==> config.mk <==
export PLATFORM = sky130hd
export DESIGN_NAME = bbat_cfg_regs
export DESIGN_NICKNAME = d
export VERILOG_FILES = /design/src/bbat_pkg.sv /design/src/bbat_cfg_regs.sv
export SDC_FILE = /design/constraint.sdc
export NUM_CORES = 1
export LEC_CHECK = 0
export BUFFER_PORTS_ARGS = -buffer_cell sky130_fd_sc_hd__buf_2
export CAP_MARGIN = 0
export CORE_MARGIN = 4
export CORE_UTILIZATION = 31
export CTS_CLUSTER_SIZE = 30
export DETAILED_ROUTE_END_ITERATION = 16
export GPL_ROUTABILITY_DRIVEN = 0
export PLACE_DENSITY = 0.6
export SETUP_SLACK_MARGIN = 0.05
export SLEW_MARGIN = 5
export SYNTH_ARGS = -nofsm -noshare
export SYNTH_HDL_FRONTEND = slang
export SYNTH_SLANG_ARGS = --single-unit
export TNS_END_PERCENT = 100
==> constraint.sdc <==
create_clock -name clk_i -period 1.6 [get_ports clk_i]
set_clock_uncertainty 0.1 [all_clocks]
set_input_delay 0.16 -clock clk_i [delete_from_list [all_inputs] [get_ports clk_i]]
set_output_delay 0.16 -clock clk_i [all_outputs]
set_load 0.05 [all_outputs]
==> src/bbat_pkg.sv <==
`timescale 1ns / 1ps
`default_nettype none
// ----------------------------------------------------------------------------
// bbat_pkg
// Types and constants shared by the bounding box accumulate/transform block.
// ----------------------------------------------------------------------------
package bbat_pkg;

  localparam int NUM_AXES  = 3;
  localparam int COEF_W    = 16;
  localparam int FRAC_BITS = 8;
  localparam int ROW_W     = 64;
  localparam int CFG_ADDR_W = 5;
  localparam int CFG_DATA_W = 64;

  // Register indexes (byte address / 8)
  localparam logic [1:0] REG_ROW_X = 2'd0;
  localparam logic [1:0] REG_ROW_Y = 2'd1;
  localparam logic [1:0] REG_ROW_Z = 2'd2;

  localparam logic [ROW_W-1:0] ROW_X_RESET = 64'h0000_0000_0000_0100;
  localparam logic [ROW_W-1:0] ROW_Y_RESET = 64'h0000_0000_0100_0000;
  localparam logic [ROW_W-1:0] ROW_Z_RESET = 64'h0000_0100_0000_0000;

  typedef enum logic [1:0] {
    CMD_CLEAR = 2'd0,
    CMD_ADD   = 2'd1,
    CMD_XFORM = 2'd2
  } bbat_cmd_e;

  typedef logic [NUM_AXES-1:0][ROW_W-1:0] bbat_rows_t;

  // Control travelling with an item from the product stage to the result stage
  typedef struct packed {
    logic xform;  // result comes from the summed products
    logic empty;  // empty flag of the result
  } bbat_ctrl_t;

endpackage
`default_nettype wire

==> src/bbat_cfg_regs.sv <==
`timescale 1ns / 1ps
`default_nettype none
// ----------------------------------------------------------------------------
// bbat_cfg_regs
// APB register file holding the three affine matrix rows.
// ----------------------------------------------------------------------------
module bbat_cfg_regs (
  input  wire logic                                clk_i,
  input  wire logic                                rst_ni,
  input  wire logic                                psel,
  input  wire logic                                penable,
  input  wire logic                                pwrite,
  input  wire logic [bbat_pkg::CFG_ADDR_W-1:0]     paddr,
  input  wire logic [bbat_pkg::CFG_DATA_W-1:0]     pwdata,
  output logic      [bbat_pkg::CFG_DATA_W-1:0]     prdata,
  output logic                                     pready,
  output bbat_pkg::bbat_rows_t                     rows_o
);
  import bbat_pkg::*;

  logic [1:0]  reg_idx;
  logic        wr_en;
  bbat_rows_t  rows_q;

  assign reg_idx = paddr[CFG_ADDR_W-1:3];
  assign wr_en   = psel & penable & pwrite;
  assign pready  = 1'b1;
  assign rows_o  = rows_q;

  always_ff @(posedge clk_i or negedge rst_ni) begin
    if (!rst_ni) begin
      rows_q[0] <= ROW_X_RESET;
      rows_q[1] <= ROW_Y_RESET;
      rows_q[2] <= ROW_Z_RESET;
    end else if (wr_en) begin
      case (reg_idx)
        REG_ROW_X: rows_q[0] <= pwdata;
        REG_ROW_Y: rows_q[1] <= pwdata;
        REG_ROW_Z: rows_q[2] <= pwdata;
        default: ;  // drop writes beyond the last row
      endcase
    end
  end

  always_comb begin
    case (reg_idx)
      REG_ROW_X: prdata = rows_q[0];
      REG_ROW_Y: prdata = rows_q[1];
      REG_ROW_Z: prdata = rows_q[2];
      default:   prdata = '0;
    endcase
  end

endmodule
`default_nettype wire

# Word level (Yosys, flattened, before mapping)
# Index checks and enable logic that the tools add are counted.
[totals]
reg_bits = 192
wordCells = 12
[op_classes]
eq_ne = 2
bitwise = 2
muxes = 1
n_reduce_logical = 4
[ops]
columns = ["operator", "count"]
rows = [
  ["case mux 64 bit (3 select lines)", 1],
  ["AND reduction 2 bit", 3],
  ["bitwise AND 1 bit", 2],
  ["equality test 2 x 1 -> 1 bit (second input constant)", 1],
  ["equality test 2 bit (second input constant)", 1],
  ["logical NOT 2 bit", 1],
]

# Logic depth before layout (Yosys ltp)
# Gate-level depths: netlist of the first run.
[logic_depth]
word_depth = 3
mapped_depth = 6
mapped_depth_nobuf = 3

# Least setup slack after synthesis of the first run
# OpenSTA, ideal clock, no wires.
[synth_timing]
path_type = "register -> output"
startpoint = "reg rows_q, in the netlist rows_o[88]"
endpoint = "out prdata[24] in the netlist's numbering"
n_path_buf = 0
stages_incl_launch_ff = 3
path_slack_ns = -0.560
t_arrival_ns = 1.900
cell_sequence = "dfstp_2 mux2i_1 o21ai_0"
[synth_via]
elab_chain_len = 1
[synth_lines]
columns = ["item", "line_no", "rtl"]
rows = [
  ["start, declared", "bbat_cfg_regs.sv:23", "bbat_rows_t rows_q;"],
  ["case mux 64 bit (3 select lines)", "bbat_cfg_regs.sv:46", "case (reg_idx)"],
  ["end, declared", "bbat_cfg_regs.sv:15", "output logic [bbat_pkg::CFG_DATA_W-1:0] prdata,"],
]
# Every way passes these cells.

# Worst setup path after layout of the first run
# Ends and elaborated chain as after synthesis.

==> reports/results.tsv, run 1 <==
metric	value	unit
synth-simple-area-share	3.22	%
antenna_found_initial	0	
end_kind	primary output	
clkPwrFrac	19.4	%
ioPinCount	331	
wl_per_cell	17.7	um
yosysMostFrequentCell	dfrtp_1	
hold_slack	0.152	ns
final_core_util	49.2	%
p_sw_share	46.6	%
root_buffer	clkbuf_16	
min_period	1.61	ns
drive_gt1_share	63.8	%
synthToLayoutAreaGrowth	54.8	%
violations	negative setup slack	
critical_path.startpoint	rows_o[88]	
synth_top_family_by_area	multiplexers	
synth-adder-area-share	0	%
wl_met1	11200	um
cap_violations	0	
cts_tree	done	
critPathSlowestCell	dfstp_2	
hold_viol	0	
largest_reg_flops	192	
worst-path-buf-inv	1	
ys.flop_type	dfrtp_1	
min_path_type	input port to async pin	
peakVddDrop	947	uV
yosysSeqAreaShare	55.7	%
grt_pass1_wl	40200	um
p_leak	6.68	nW
synthTopCellsByCount	dfrtp_1, mux2_2, mux2i_1, nand2_1, o21ai_0	
grt-ovfl-total	0	
fin_crit_sh	101	%
fillers	2437	
seqPwrFrac	32.2	%
place_area	11300	um2
rsz0062_at_grt	yes	
p_per_area	1610	nW/um2
yosysWarnings	0	
ys_top_cells_by_area	dfrtp_1, mux2_2, mux2_4	
drv_slew	0	
ctsHtreeMaxLevel	4	
antenna_cells	0	
required	1.34	ns
synth_edf_count	0	
clk_pin_slew	0.08	ns
final_nets	1163	
crit_chain	mux2i_2 -> o21ai_2 -> buf_6	
synth-compound-area-share	3.71	%
grtUsageTotal	16.2	%
synth-seq-cells	192	
dieWidth	175	um
ys_types	19	
port_buffers	326	
rr_startpoint	rows_o[102]	
fin_area	13400	um2
cpPeakStageDelay	0.56	ns
p_int	11.5	mW
grt_max_degree	51	
numClockSinks	192	
drtIter0Drc	283	
comb_power_share	48.5	%
synth_area	8640	um2
worstPathMaxFanout	3	
die_h	175	um
setup_viol	2	
yosysTopAreaCellShare	54.8	%
cp_top_family	flip-flops	
dr.pass1.iters	4	
cts_buffer_depth	2	
dieArea	30600	um2
viasPerCell	4.59	
syn_avg_cell_area	13.8	um2
fp-row-count	60	
dp_hpwl	18300	um
drt_wl_total	26100	um
clock.fmax	0.620	GHz
synth-xor-area-share	0	%
crit_path_start_kind	flop	
route.met2.wl	13400	um
fin_ws	-0.0134	ns
yosys.area.top_type	dfrtp_1	
ant_nets	0	
slew_headroom	56.3	%
outcome	finished with violations	
top_layer_used	met4	
numCtsBuffers	17	
cp.arrival	1.35	ns
grt_pass1_vias	6979	
initial_core_util	31.8	%
worstSkewPairLatency	0.41	ns
met3_length	1190	um
syn_inst	624	
muxShareOfSynthArea	34.6	%
p_sw	10.0	mW
tns	-0.0185	ns
core-area	27200	um2
tightest_slew	0.655	ns
synth_nets	698	
drc	0	
vias	6764	
async_flop_share	100	%
critPathKind	flop to primary output	
-- path summary, 6_finish.rpt --
path	slack, ns	endpoint	cells past startpoint
max	-0.01	prdata[24]	3
min in group clk_i	0.27	rows_o[99]	4
max in group asynchronous	0.66	rows_o[88]	3
max reg2reg	0.50	rows_o[102]	3
min	0.15	rows_o[188]	2
min reg2reg	0.42	rows_o[121]	1
-- metal layers --
metal | up-vias | global-route usage (%)
li1 | 3147 | -
met1 | 3419 | 20.4
met2 | 178 | 28.7
met3 | 20 | 3.50
met4 | 0 | 3.54
met5 | - | 0
-- worst reg2reg max path, cell delays in order (launching register included) --
cell and delay (ns):
dfrtp_1 0.39, buf_4 0.13, buf_4 0.13, mux2_4 0.24
-- kinds of logic after synthesis --
group,count (synthesis)
AO/OA/AOI/OAI,64
buffers and inverters,42
flip-flops,192
multiplexers,256
other,1
AND/OR/NAND/NOR,69
-- cell usage in the layout, fill, tap and decap left out --
cell,Yosys,layout
clkinv_4,0,6
dfrtp_1,189,189
or3b_4,0,1
nand2_1,64,63
buf_12,0,18
o21ai_2,0,63
buf_6,6,66
inv_6,0,2
conb_1,1,1
clkbuf_1,8,1
mux2_2,126,126
clkbuf_8,0,3
mux2_4,50,50
dlygate4sd3_1,0,65
nand2_2,0,1
nor2b_4,0,1
nand3_1,1,1
buf_4,2,81
inv_8,0,3
dfstp_2,3,3
mux2i_1,64,62
mux2i_2,0,2
buf_2,22,257
mux2_1,16,16
clkinv_8,0,1
clkbuf_16,0,17
nor3b_2,0,1
nor3_4,0,1
o21ai_1,0,1
-- per-stage QoR --
stage | cells | power, mW | setup slack, ns
CTS | 1426 | 21.2 | -0.0494
global route | 1474 | 22.5 | -0.0764
detailed placement | 1318 | 16.4 | -0.0830
finish | 1474 | 21.5 | -0.0134
global placement | 1318 | 16.3 | -0.0885
floorplan | 624 | 13.9 | -0.147
-- power groups by stage --
stage | clock (mW) | sequential (mW) | combinational (mW)
5_1_grt | 4.52 | 7.08 | 10.9
3_5_place_dp | 0 | 7.06 | 9.33
6_report | 4.18 | 6.93 | 10.4
3_3_place_gp | 0 | 7.05 | 9.25
4_1_cts | 4.31 | 6.97 | 9.92
2_1_floorplan | 0 | 10.9 | 3.08
-- area by class of cell --
cell class              count  area, um2  area share, %
well taps                 372        465           3.48
clock inverters            12        120          0.898
multi-input cells         390       3860           28.9
clock buffers              20        457           3.42
flip-flops and latches    192       4810           36.0
repair buffers            488       3660           27.4
-- what timing repair did --
item | CTS | global route
resized for setup | 98 | 41
setup buffers | 11 | 48
endpoints found under the setup margin | 62 | 64
hold buffers | 65 | 0
pin swaps | 0 | 3
endpoints found under the hold margin | 346 | 0
(Power assumes the default switching activity.)
==> run 2: changes to the inputs <==
==> constraint.sdc (replaced) <==
create_clock -name clk_i -period 1.77 [get_ports clk_i]
set_clock_uncertainty 0.1 [all_clocks]
set_input_delay 0.177 -clock clk_i [delete_from_list [all_inputs] [get_ports clk_i]]
set_output_delay 0.177 -clock clk_i [all_outputs]
set_load 0.05 [all_outputs]
==> reports/results.tsv, run 2 (synthesized netlist as in run 1, its figures left out) <==
metric	value	unit	change
outcome	completed		was finished with violations
clock.fmax	0.590	GHz	
die_h	175	um	unchanged
core-area	27200	um2	unchanged
ioPinCount	331		unchanged
cap_violations	0		unchanged
peakVddDrop	784	uV	was 947 uV
rsz0062_at_grt	yes		unchanged
fillers	2536		was 2437
dieWidth	175	um	unchanged
dp.cells	1303		was 1318
dr.pass1.iters	4		unchanged
vias	6504		was 6764
dieArea	30600	um2	unchanged
tightest_slew	0.590	ns	was 0.655 ns
end_kind	primary output		unchanged
antenna_found_initial	0		unchanged
crit_path_start_kind	flop		unchanged
fp-row-count	60		unchanged
dp_hpwl	17900	um	was 18300 um
drtIter0Drc	265		was 283
final_nets	1090		was 1163
initial_core_util	31.8	%	unchanged
critPathSlowestCell	dfstp_2		unchanged
port_buffers	326		unchanged
ctsHtreeMaxLevel	4		unchanged
fin_crit_sh	95.8	%	
hold_slack	0.125	ns	was 0.152 ns
setup_viol	0		was 2
worstSkewPairLatency	0.42	ns	was 0.41 ns
instances_no_fill	1401		was 1474
grtUsageTotal	16.5	%	was 16.2%
hold_viol	0		unchanged
antenna_cells	0		unchanged
slew_headroom	60.7	%	was 56.3%
min_path_type	input port to async pin		unchanged
cpPeakStageDelay	0.56	ns	about the same
fin_area	12400	um2	was 13400 um2
grt_pass1_vias	7014		was 6979
min_period	1.70	ns	
mostFrequentLayoutCells	buf_2, dfrtp_1, mux2_2		unchanged
worstPathMaxFanout	3		unchanged
root_buffer	clkbuf_16		unchanged
grt_max_degree	49		was 51
viasPerCell	4.64		was 4.59
cp.arrival	1.42	ns	was 1.35 ns
critPathKind	flop to primary output		unchanged
largest_reg_flops	192		unchanged
p_leak	6.23	nW	was 6.68 nW
rrSetupSlack	0.84	ns	was 0.50 ns
place_area	11100	um2	was 11300 um2
cts_buffer_depth	2		unchanged
drt_wl_total	25400	um	was 26100 um
synthToLayoutAreaGrowth	43.6	%	was 54.8%
totalPowerFinal	18.8	mW	was 21.5 mW
grt-ovfl-total	0		unchanged
p_per_area	1520	nW/um2	was 1610 nW/um2
drc	0		unchanged
cts_tree	done		unchanged
clk_pin_slew	0.08	ns	about the same
wl_per_cell	18.1	um	was 17.7 um
grt_pass1_wl	40500	um	was 40200 um
final_common_cell	buf_2		unchanged
tns	0	ns	was -0.0185 ns
numClockSinks	192		unchanged
ant_nets	0		unchanged
numCtsBuffers	17		unchanged
crit_chain	mux2i_2 -> o21ai_2 -> buf_6		unchanged
drv_slew	0		unchanged
drive_gt1_share	60.8	%	was 63.8%
required	1.49	ns	was 1.34 ns
## run 2: cell count changes in the layout (fill, tap and decap cells not counted), sizes merged
cell,before,now
clkinv,7,3
inv,5,9
clkbuf,21,20
buf,422,348
bufinv,0,2
## run 2: what timing repair did
item,CTS,global route
hold buffers,65,0
setup endpoints to repair,2,3
gates resized for setup,3,3
gates cloned,0,0
endpoints found under the hold margin,382,0
setup buffers,0,1
pin swaps,0,1
## run 2: area by class of cell
| type | instances | area (um2) | area share [%] |
|---|---|---|---|
| tap | 372 | 465 | 3.75 |
| clock buffer | 18 | 429 | 3.46 |
| multi-input combinational | 390 | 3850 | 31.0 |
| clock inverter | 14 | 193 | 1.55 |
| sequential | 192 | 4810 | 38.8 |
| timing repair buffer | 415 | 2670 | 21.5 |
## run 2: per-stage QoR
step	utilization (%)	worst slack [ns]
floorplan	-	0.00442
global placement	40.9	0.0610
detailed placement	40.9	0.0302
CTS	45.6	0.0423
global route	45.7	-0.00470
finish	45.7	0.0738
## run 2: power by group
group / switching (mW) / internal [mW]
sequential: 0.861 / 5.43
combinational: 6.21 / 2.30
clock: 1.86 / 2.18
## run 2: path summary, 6_finish.rpt
check                       startpoint  cells past startpoint           to
setup / recovery            rows_o[88]                      3   prdata[24]
hold / removal                  rst_ni                      2  rows_o[189]
setup reg to reg           rows_o[126]                      1  rows_o[126]
hold reg to reg            rows_o[123]                      1  rows_o[123]
max in group asynchronous       rst_ni                      3  rows_o[168]
min in group clk_i            paddr[4]                      4   rows_o[42]
## run 2: routing by layer
| metal | share of wire [%] | track usage, % | vias to the layer above |
|---|---|---|---|
| met1 | 43 | 20.9 | 3295 |
| met2 | 51 | 28.3 | 181 |
| met3 | 5.2 | 4.39 | 20 |
| li1 | - | - | 3008 |
| met4 | 1.4 | 3.93 | 0 |
| met5 | 0 | 0 | - |
## run 2: worst max-delay path: cells and delay by family, from the launching register on
family	cells	cell delay [ns]
buffers and inverters	1	0.18
AO/OA/AOI/OAI	1	0.18
flip-flops	1	0.56
multiplexers	1	0.08
