**src/bbat_pkg.sv**
```systemverilog
`timescale 1ns / 1ps
`default_nettype none
// ----------------------------------------------------------------------------
// bbat_pkg
// Types and constants shared by the bounding box accumulate/transform block.
// ----------------------------------------------------------------------------
package bbat_pkg;

  localparam int NUM_AXES  = 3;
  localparam int COEF_W    = 16;
  localparam int FRAC_BITS = 8;
  localparam int ROW_W     = 64;
  localparam int CFG_ADDR_W = 5;
  localparam int CFG_DATA_W = 64;

  // Register indexes (byte address / 8)
  localparam logic [1:0] REG_ROW_X = 2'd0;
  localparam logic [1:0] REG_ROW_Y = 2'd1;
  localparam logic [1:0] REG_ROW_Z = 2'd2;

  localparam logic [ROW_W-1:0] ROW_X_RESET = 64'h0000_0000_0000_0100;
  localparam logic [ROW_W-1:0] ROW_Y_RESET = 64'h0000_0000_0100_0000;
  localparam logic [ROW_W-1:0] ROW_Z_RESET = 64'h0000_0100_0000_0000;

  typedef enum logic [1:0] {
    CMD_CLEAR = 2'd0,
    CMD_ADD   = 2'd1,
    CMD_XFORM = 2'd2
  } bbat_cmd_e;

  typedef logic [NUM_AXES-1:0][ROW_W-1:0] bbat_rows_t;

  // Control travelling with an item from the product stage to the result stage
  typedef struct packed {
    logic xform;  // result comes from the summed products
    logic empty;  // empty flag of the result
  } bbat_ctrl_t;

endpackage
`default_nettype wire

```
**src/bbat_result_stage.sv**
```systemverilog
`timescale 1ns / 1ps
`default_nettype none
// ----------------------------------------------------------------------------
// bbat_result_stage
// Row sums, rounding and saturation, and the result register.
// ----------------------------------------------------------------------------
module bbat_result_stage #(
  parameter int CoordW = 16,
  parameter int ProdW  = 32
) (
  input  wire logic                                           clk_i,
  input  wire logic                                           rst_ni,
  input  wire logic                                           prod_valid_i,
  output logic                                                prod_ready_o,
  input  wire bbat_pkg::bbat_ctrl_t                           prod_ctrl_i,
  input  wire logic [bbat_pkg::NUM_AXES-1:0][CoordW-1:0]      box_lo_i,
  input  wire logic [bbat_pkg::NUM_AXES-1:0][CoordW-1:0]      box_hi_i,
  input  wire logic [bbat_pkg::NUM_AXES-1:0][bbat_pkg::NUM_AXES-1:0][ProdW-1:0] prod_lo_i,
  input  wire logic [bbat_pkg::NUM_AXES-1:0][bbat_pkg::NUM_AXES-1:0][ProdW-1:0] prod_hi_i,
  input  wire bbat_pkg::bbat_rows_t                           rows_i,
  output logic                                                out_valid_o,
  input  wire logic                                           out_ready_i,
  output logic      [bbat_pkg::NUM_AXES-1:0][CoordW-1:0]      out_lo_o,
  output logic      [bbat_pkg::NUM_AXES-1:0][CoordW-1:0]      out_hi_o,
  output logic                                                out_empty_o
);
  import bbat_pkg::*;

  localparam int AccW = ProdW + 2;
  localparam logic signed [AccW-1:0] HALF   = AccW'(1 << (FRAC_BITS - 1));
  localparam logic signed [AccW-1:0] SAT_HI = {{(AccW-CoordW+1){1'b0}}, {(CoordW-1){1'b1}}};
  localparam logic signed [AccW-1:0] SAT_LO = {{(AccW-CoordW+1){1'b1}}, {(CoordW-1){1'b0}}};

  function automatic logic [CoordW-1:0] round_sat(input logic signed [AccW-1:0] acc);
    logic signed [AccW-1:0] q;
    logic [CoordW-1:0]      r;
    q = (acc + HALF) >>> FRAC_BITS;
    if (q > SAT_HI) begin
      r = SAT_HI[CoordW-1:0];
    end else if (q < SAT_LO) begin
      r = SAT_LO[CoordW-1:0];
    end else begin
      r = q[CoordW-1:0];
    end
    return r;
  endfunction

  function automatic logic signed [AccW-1:0] ext(input logic [ProdW-1:0] p);
    return {{2{p[ProdW-1]}}, p};
  endfunction

  logic                              out_vld_q;
  logic [NUM_AXES-1:0][CoordW-1:0]   out_lo_q, out_hi_q;
  logic                              out_empty_q;
  logic [NUM_AXES-1:0][CoordW-1:0]   xf_lo, xf_hi;

  assign prod_ready_o = !out_vld_q || out_ready_i;

  always_comb begin
    logic signed [AccW-1:0] trans;
    logic signed [AccW-1:0] acc_lo;
    logic signed [AccW-1:0] acc_hi;
    logic [COEF_W-1:0]      t;
    trans  = '0;
    acc_lo = '0;
    acc_hi = '0;
    t      = '0;
    for (int a = 0; a < NUM_AXES; a++) begin
      t      = rows_i[a][NUM_AXES*COEF_W +: COEF_W];
      trans  = {{(AccW-COEF_W-FRAC_BITS){t[COEF_W-1]}}, t, {FRAC_BITS{1'b0}}};
      acc_lo = ext(prod_lo_i[a][0]) + ext(prod_lo_i[a][1]) + ext(prod_lo_i[a][2]) + trans;
      acc_hi = ext(prod_hi_i[a][0]) + ext(prod_hi_i[a][1]) + ext(prod_hi_i[a][2]) + trans;
      xf_lo[a] = round_sat(acc_lo);
      xf_hi[a] = round_sat(acc_hi);
    end
  end

  always_ff @(posedge clk_i or negedge rst_ni) begin
    if (!rst_ni) begin
      out_vld_q <= 1'b0;
    end else if (prod_ready_o) begin
      out_vld_q <= prod_valid_i;
    end
  end

  always_ff @(posedge clk_i) begin
    if (prod_ready_o && prod_valid_i) begin
      out_lo_q    <= prod_ctrl_i.xform ? xf_lo : box_lo_i;
      out_hi_q    <= prod_ctrl_i.xform ? xf_hi : box_hi_i;
      out_empty_q <= prod_ctrl_i.empty;
    end
  end

  assign out_valid_o = out_vld_q;
  assign out_lo_o    = out_lo_q;
  assign out_hi_o    = out_hi_q;
  assign out_empty_o = out_empty_q;

endmodule
`default_nettype wire
```
**config.mk**
```make
export PLATFORM = sky130hd
export DESIGN_NAME = bbat_result_stage
export DESIGN_NICKNAME = d
export VERILOG_FILES = /design/src/bbat_pkg.sv /design/src/bbat_result_stage.sv
export SDC_FILE = /design/constraint.sdc
export NUM_CORES = 1
export LEC_CHECK = 0
export CAP_MARGIN = 40
export CORE_AREA = 2 2 382 384
export DETAILED_ROUTE_END_ITERATION = 10
export DIE_AREA = 0 0 384 386
export DONT_BUFFER_PORTS = 1
export GPL_TIMING_DRIVEN = 0
export HOLD_SLACK_MARGIN = 0.02
export SYNTH_ARGS = -nofsm -noshare
export SYNTH_HDL_FRONTEND = slang
export SYNTH_SLANG_ARGS = --single-unit
```
**constraint.sdc**
```tcl
create_clock -name clk_i -period 6 [get_ports clk_i]
set_input_delay 0.9 -clock clk_i [delete_from_list [all_inputs] [get_ports clk_i]]
set_output_delay 0.9 -clock clk_i [all_outputs]
set_load 0.01 [all_outputs]
```
* Word-level counts from Yosys, hierarchy flattened *
Cells that the tools add are included.
W data, S select, Z words.

operators by class
  add/sub/neg operators = 24
  $lt $le $gt $ge = 12
  muxes and demuxes = 14
  reductions and logical operators = 3

operators with widths
  cell                     count
  $add A33 B32 Y34         6
  $add A34 B24 Y34         6
  $add A34 B9 Y34 const B  6
  $add A32 B32 Y33         6
  $mux W16                 12
  $gt A26 B16 Y1 const B   6
  $lt A26 B16 Y1 const B   6
  $mux W48                 2
  $logic_and A1 B1 Y1      1
  $logic_not A1 Y1         1
  $logic_or A1 B1 Y1       1

word-level totals
  flip-flop bits (word level) = 98
  bits of input ports = 870
  output and inout port bits = 99

* Longest topological paths before layout *
  depth after elaboration = 8
  depth in mapped cells = 18
  mapped depth without buffers = 16

* Worst setup path before layout *
Ideal clock, no wire load.

  path kind = input -> register
  start point = input prod_lo_i[107] in the netlist's numbering
  end point = register out_lo_q (netlist bit out_lo_o[18]), data pin
  library setup time = 0.272 ns
  arrival = 5.112 ns
  slack = 0.616 ns
  stages = 17
  buffers on the path = 1
  cell sequence = inv_1 -> fa_1 -> fa_1 -> inv_1 -> ha_1 -> a211oi_2 -> o21ai_1 -> a211oi_2 -> a21oi_1 -> a211oi_2 -> xnor2_1 -> or4_1 -> or4_4 -> o32ai_4 -> nor3b_2 -> buf_6 -> a211oi_2

between the ends
  cells in the longest elaborated chain, start to end = 8
  elaborated cells between the ends (all ways) = 9
  those cells by class = add/sub (4); order compare (2); mux (3)

RTL lines
  element               RTL line                 source
  start, declared       bbat_result_stage.sv:18  input wire logic [bbat_pkg::NUM_AXES-1:0][bbat_pkg::NUM_AXES-1:0][ProdW-1:0] prod_lo_i,
  $add A32 B32 Y33 (*)  bbat_result_stage.sv:71  acc_lo = ext(prod_lo_i[a][0]) + ext(prod_lo_i[a][1]) + ext(prod_lo_i[a][2]) + trans;
  $add A33 B32 Y34 (*)  bbat_result_stage.sv:71
  $add A34 B24 Y34 (*)  bbat_result_stage.sv:71
  $add A34 B9 Y34 (*)   bbat_result_stage.sv:37  q = (acc + HALF) >>> FRAC_BITS;
  $lt A26 B16 Y1        bbat_result_stage.sv:40  end else if (q < SAT_LO) begin
  $mux W16              bbat_result_stage.sv:40
  $mux W16 (*)          bbat_result_stage.sv:38  if (q > SAT_HI) begin
  $mux W48 (*)          bbat_result_stage.sv:88  out_lo_q <= prod_ctrl_i.xform ? xf_lo : box_lo_i;
  end signal, assigned  bbat_result_stage.sv:88
  end, declared         bbat_result_stage.sv:53  logic [NUM_AXES-1:0][CoordW-1:0] out_lo_q, out_hi_q;

Mark *: on every way between the ends. The rest lies on a longest branch, timed or not.
A chain may end at the register's enable or synchronous reset.

* Worst setup path in the final report *
  start point = input prod_hi_i[100] in the netlist's numbering
  end point = register out_hi_q (netlist bit out_hi_o[25]), data pin

between the ends
  cells in the longest elaborated chain, start to end = 8
  elaborated cells between the ends (all ways) = 9
  those cells by class = add/sub (4); order compare (2); mux (3)

RTL lines
  element               RTL line                 source
  start, declared       bbat_result_stage.sv:19  input wire logic [bbat_pkg::NUM_AXES-1:0][bbat_pkg::NUM_AXES-1:0][ProdW-1:0] prod_hi_i,
  $add A32 B32 Y33 (*)  bbat_result_stage.sv:72  acc_hi = ext(prod_hi_i[a][0]) + ext(prod_hi_i[a][1]) + ext(prod_hi_i[a][2]) + trans;
  $add A33 B32 Y34 (*)  bbat_result_stage.sv:72
  $add A34 B24 Y34 (*)  bbat_result_stage.sv:72
  $add A34 B9 Y34 (*)   bbat_result_stage.sv:37
  $lt A26 B16 Y1        bbat_result_stage.sv:40
  $mux W16              bbat_result_stage.sv:40
  $mux W16 (*)          bbat_result_stage.sv:38
  $mux W48 (*)          bbat_result_stage.sv:89  out_hi_q <= prod_ctrl_i.xform ? xf_hi : box_hi_i;
  end signal, assigned  bbat_result_stage.sv:89
  end, declared         bbat_result_stage.sv:53

Marks and branches as above.

==> results.sh <==
export IMPL_dp_cells=4845
export IMPL_critPathLaunchType="primary input"
export IMPL_dpl_hpwl_mm=95.22
export IMPL_wl_met2_mm=47.81
export IMPL_clk_latency_ns=0.47
export IMPL_rsz0062_at_grt="false"
export IMPL_layout_drive_gt1_share_pct=3.122
export IMPL_pre_cts_ws_ns=-0.8978
export IMPL_synthTopCellsByArea="fa_1, inv_1, edfxtp_1, ha_1, a21oi_1"
export IMPL_globalplace_congestion=0.9442
export IMPL_final_cell_count_no_fill=4886
export IMPL_syn_mean_instance_area_um2=8.176
export IMPL_ant_nets=0
export IMPL_slew_headroom_pct=29.77
export IMPL_async_flop_share_pct=1.020
export IMPL_wl_met3_mm=7.249
export IMPL_worst_r2r_path_depth=4
export IMPL_drc=0
export IMPL_drv_cap=0
export IMPL_p_per_area_nw_per_um2=329.6
export IMPL_synth_area_um2=23780
export IMPL_clock_sinks=98
export IMPL_layout_setup_ws_ns=0.1864
export IMPL_vias=20060
export IMPL_final_nets=4370
export IMPL_numCtsBuffers=9
export IMPL_cts_tree="yes"
export IMPL_clkSlewWorstSetupHoldPaths_ns=0.11
export IMPL_maxSlewViolCount=0
export IMPL_drt_iter0_drc=1306
export IMPL_portBuffers=0
export IMPL_highest_layer="met5"
export IMPL_placementRows=140
export IMPL_regArea_um2=2938
export IMPL_ios=969
export IMPL_ys_warn_count=0
export IMPL_grt_overflow=0
export IMPL_yosysTopAreaCellShare_pct=28.29
export IMPL_yosysMostFrequentCell="inv_1"
export IMPL_core_um2=144500
export IMPL_multiInputGateArea_um2=17250
export IMPL_p_leak_nw=13.27
export IMPL_antenna_found_initial=33
export IMPL_irDropWorstVdd_v=0.0001599
export IMPL_via_per_inst=4.106
export IMPL_hold_path_class="primary input to async pin"
export IMPL_tns_ns=0
export IMPL_drtPass1Iterations=5
export IMPL_hold_viol_final=0
export IMPL_fmax_mhz=172.0
export IMPL_wire_per_inst_um=21.38
export IMPL_cts_root_buf="clkbuf_16"
export IMPL_track_usage_pct=13.69
export IMPL_ys_flop_type="edfxtp_1"
export IMPL_cp_arrival_ns=6.11
export IMPL_cts_buffer_depth=2
export IMPL_grt_max_degree=49
export IMPL_yosysTopAreaCell="fa_1"
export IMPL_die_area_um2=148200
export IMPL_cts_htree_levels=3
export IMPL_first_global_vias=20290
export IMPL_outcome="finished clean"
export IMPL_die_w_um=384
export IMPL_routed_wl_mm=104.5
export IMPL_syn2layout_area_growth_pct=13.47
export IMPL_initial_core_util_pct=16.45
export IMPL_seq_area_frac_synth_pct=12.36
export IMPL_fillers=16180
export IMPL_setup_worst_path_end_class="flop"
export IMPL_setup_worst_path_class="primary input to flop"
export IMPL_syn_inst=2908
export IMPL_final_util_pct=18.67
export IMPL_fin_crit_sh_pct=96.89
export IMPL_post_route_min_period_ns=5.814
export IMPL_synth_cell_types=72
export IMPL_die_h_um=386
export IMPL_setup_viol=0
export IMPL_syn_num_nets=4336
export IMPL_synth_seq_cells=98
export IMPL_drt_met1_wl_mm=45.51
export IMPL_crit_fanout=10
export IMPL_skew_ns=0.02903
export IMPL_synth_common_cells="inv_1, fa_1, ha_1"
export IMPL_tightest_slew_ns=1.046
export IMPL_worstPathRequired_ns=6.29
export IMPL_synth_edf_count=97
export IMPL_grt_pass1_wl_mm=142.2
==> timing repair <==
action,in CTS,in global routing
endpoints found under the setup margin,30,74
setup buffers,0,2
hold buffers,0,0
pin swaps,0,2
gates resized for setup,7,18
==> final timing paths <==
| path | endpoint | start | slack, ns |
|---|---|---|---|
| worst max-delay path | out_hi_o[25]$_DFFE_PP_ | prod_hi_i[100] | 0.19 |
| worst max register to register | out_hi_o[39]$_DFFE_PP_ | out_valid_o$_DFFE_PN0N_ | 3.87 |
| worst min-delay path | out_valid_o$_DFFE_PN0N_ | rst_ni | 0.11 |
| max in group asynchronous | out_valid_o$_DFFE_PN0N_ | rst_ni | 5.83 |
| worst min register to register | out_valid_o$_DFFE_PN0N_ | out_valid_o$_DFFE_PN0N_ | 0.78 |
| min in group clk_i | out_valid_o$_DFFE_PN0N_ | prod_valid_i | 0.53 |
==> where the power goes <==
| part | total, mW | internal, mW | switching [mW] |
|---|---|---|---|
| Sequential | 1.19 | 1.03 | 0.165 |
| Clock | 0.735 | 0.298 | 0.437 |
| Combinational | 6.96 | 2.58 | 4.38 |
==> cell families after synthesis <==
family | synth area share [%]
buffers and inverters | 15.37
AND/OR/NAND/NOR | 11.01
adder cells (fa/ha/maj) | 39.97
flip-flops | 12.36
multiplexers | 0.04210
AO/OA/AOI/OAI | 15.65
XOR/XNOR | 5.599
==> cell type report <==
cell class	instances	share of cell area [%]
Clock buffer	9	0.8348
Clock inverter	7	0.2922
Antenna cell	22	0.2041
Inverter	917	12.76
Timing Repair Buffer	23	1.354
Tap cell	1917	8.891
Buffer	53	0.8395
Sequential cell	98	10.89
Multi-Input combinational cell	1840	63.93
==> routing by layer <==
metal  vias to the layer above  GRT usage (%)
li1                       9254              -
met1                      9776          17.67
met4                        18          5.933
met3                       121          3.196
met5                         -         0.5848
met2                       892          21.66
==> state kept, by name, indices dropped and copies added (netlist names) <==
name / cells
out_valid_o: 1
out_hi_o: 48
out_lo_o: 48
out_empty_o: 1
==> cells in the final DEF, fill, tap and decap left out, types with 10 or more instances in the layout <==
cell        n
inv_1     917
fa_1      335
ha_1      222
a21oi_1   197
nor2_1    170
nand2_1   133
o21ai_0   108
edfxtp_1   97
xnor2_1    96
a21o_1     61
xor2_1     56
clkbuf_1   38
nand3_1    34
nor3_1     32
o22ai_1    32
nand4_1    31
nor2b_1    25
diode_2    22
a31oi_1    21
a211oi_1   20
nand2b_1   20
and3_1     20
o21bai_1   20
o21ai_1    15
o211ai_1   15
a211oi_2   15
o21a_1     12
and2_1     12
or3_1      11
clkbuf_2   10
==> critical path, stage by stage <==
cell and delay, ns:
inv_1 0.04, fa_1 0.57, inv_1 0.05, ha_1 0.35, ha_1 0.33, nand4_1 0.09
o21ai_0 0.17, buf_2 0.20, a21oi_1 0.11, o31ai_1 0.46, a41oi_1 0.33, o311ai_0 0.63
xnor2_1 0.22, nand4b_1 0.22, o31ai_1 0.81, buf_2 0.34, nand2_1 0.11, a21oi_1 0.18
==> metrics by stage <==
stage | instance area, um2 | total power, mW | hold WS, ns
2_1_floorplan | 23780 | 5.788 | 0.6044
3_5_place_dp | 26510 | 8.042 | 0.6046
6_report | 26980 | 8.890 | 0.1088
4_1_cts | 26840 | 8.883 | 0.03756
3_3_place_gp | 26170 | 7.949 | 0.6046
5_1_grt | 26960 | 9.684 | 0.06001
(Power assumes the default switching activity.)
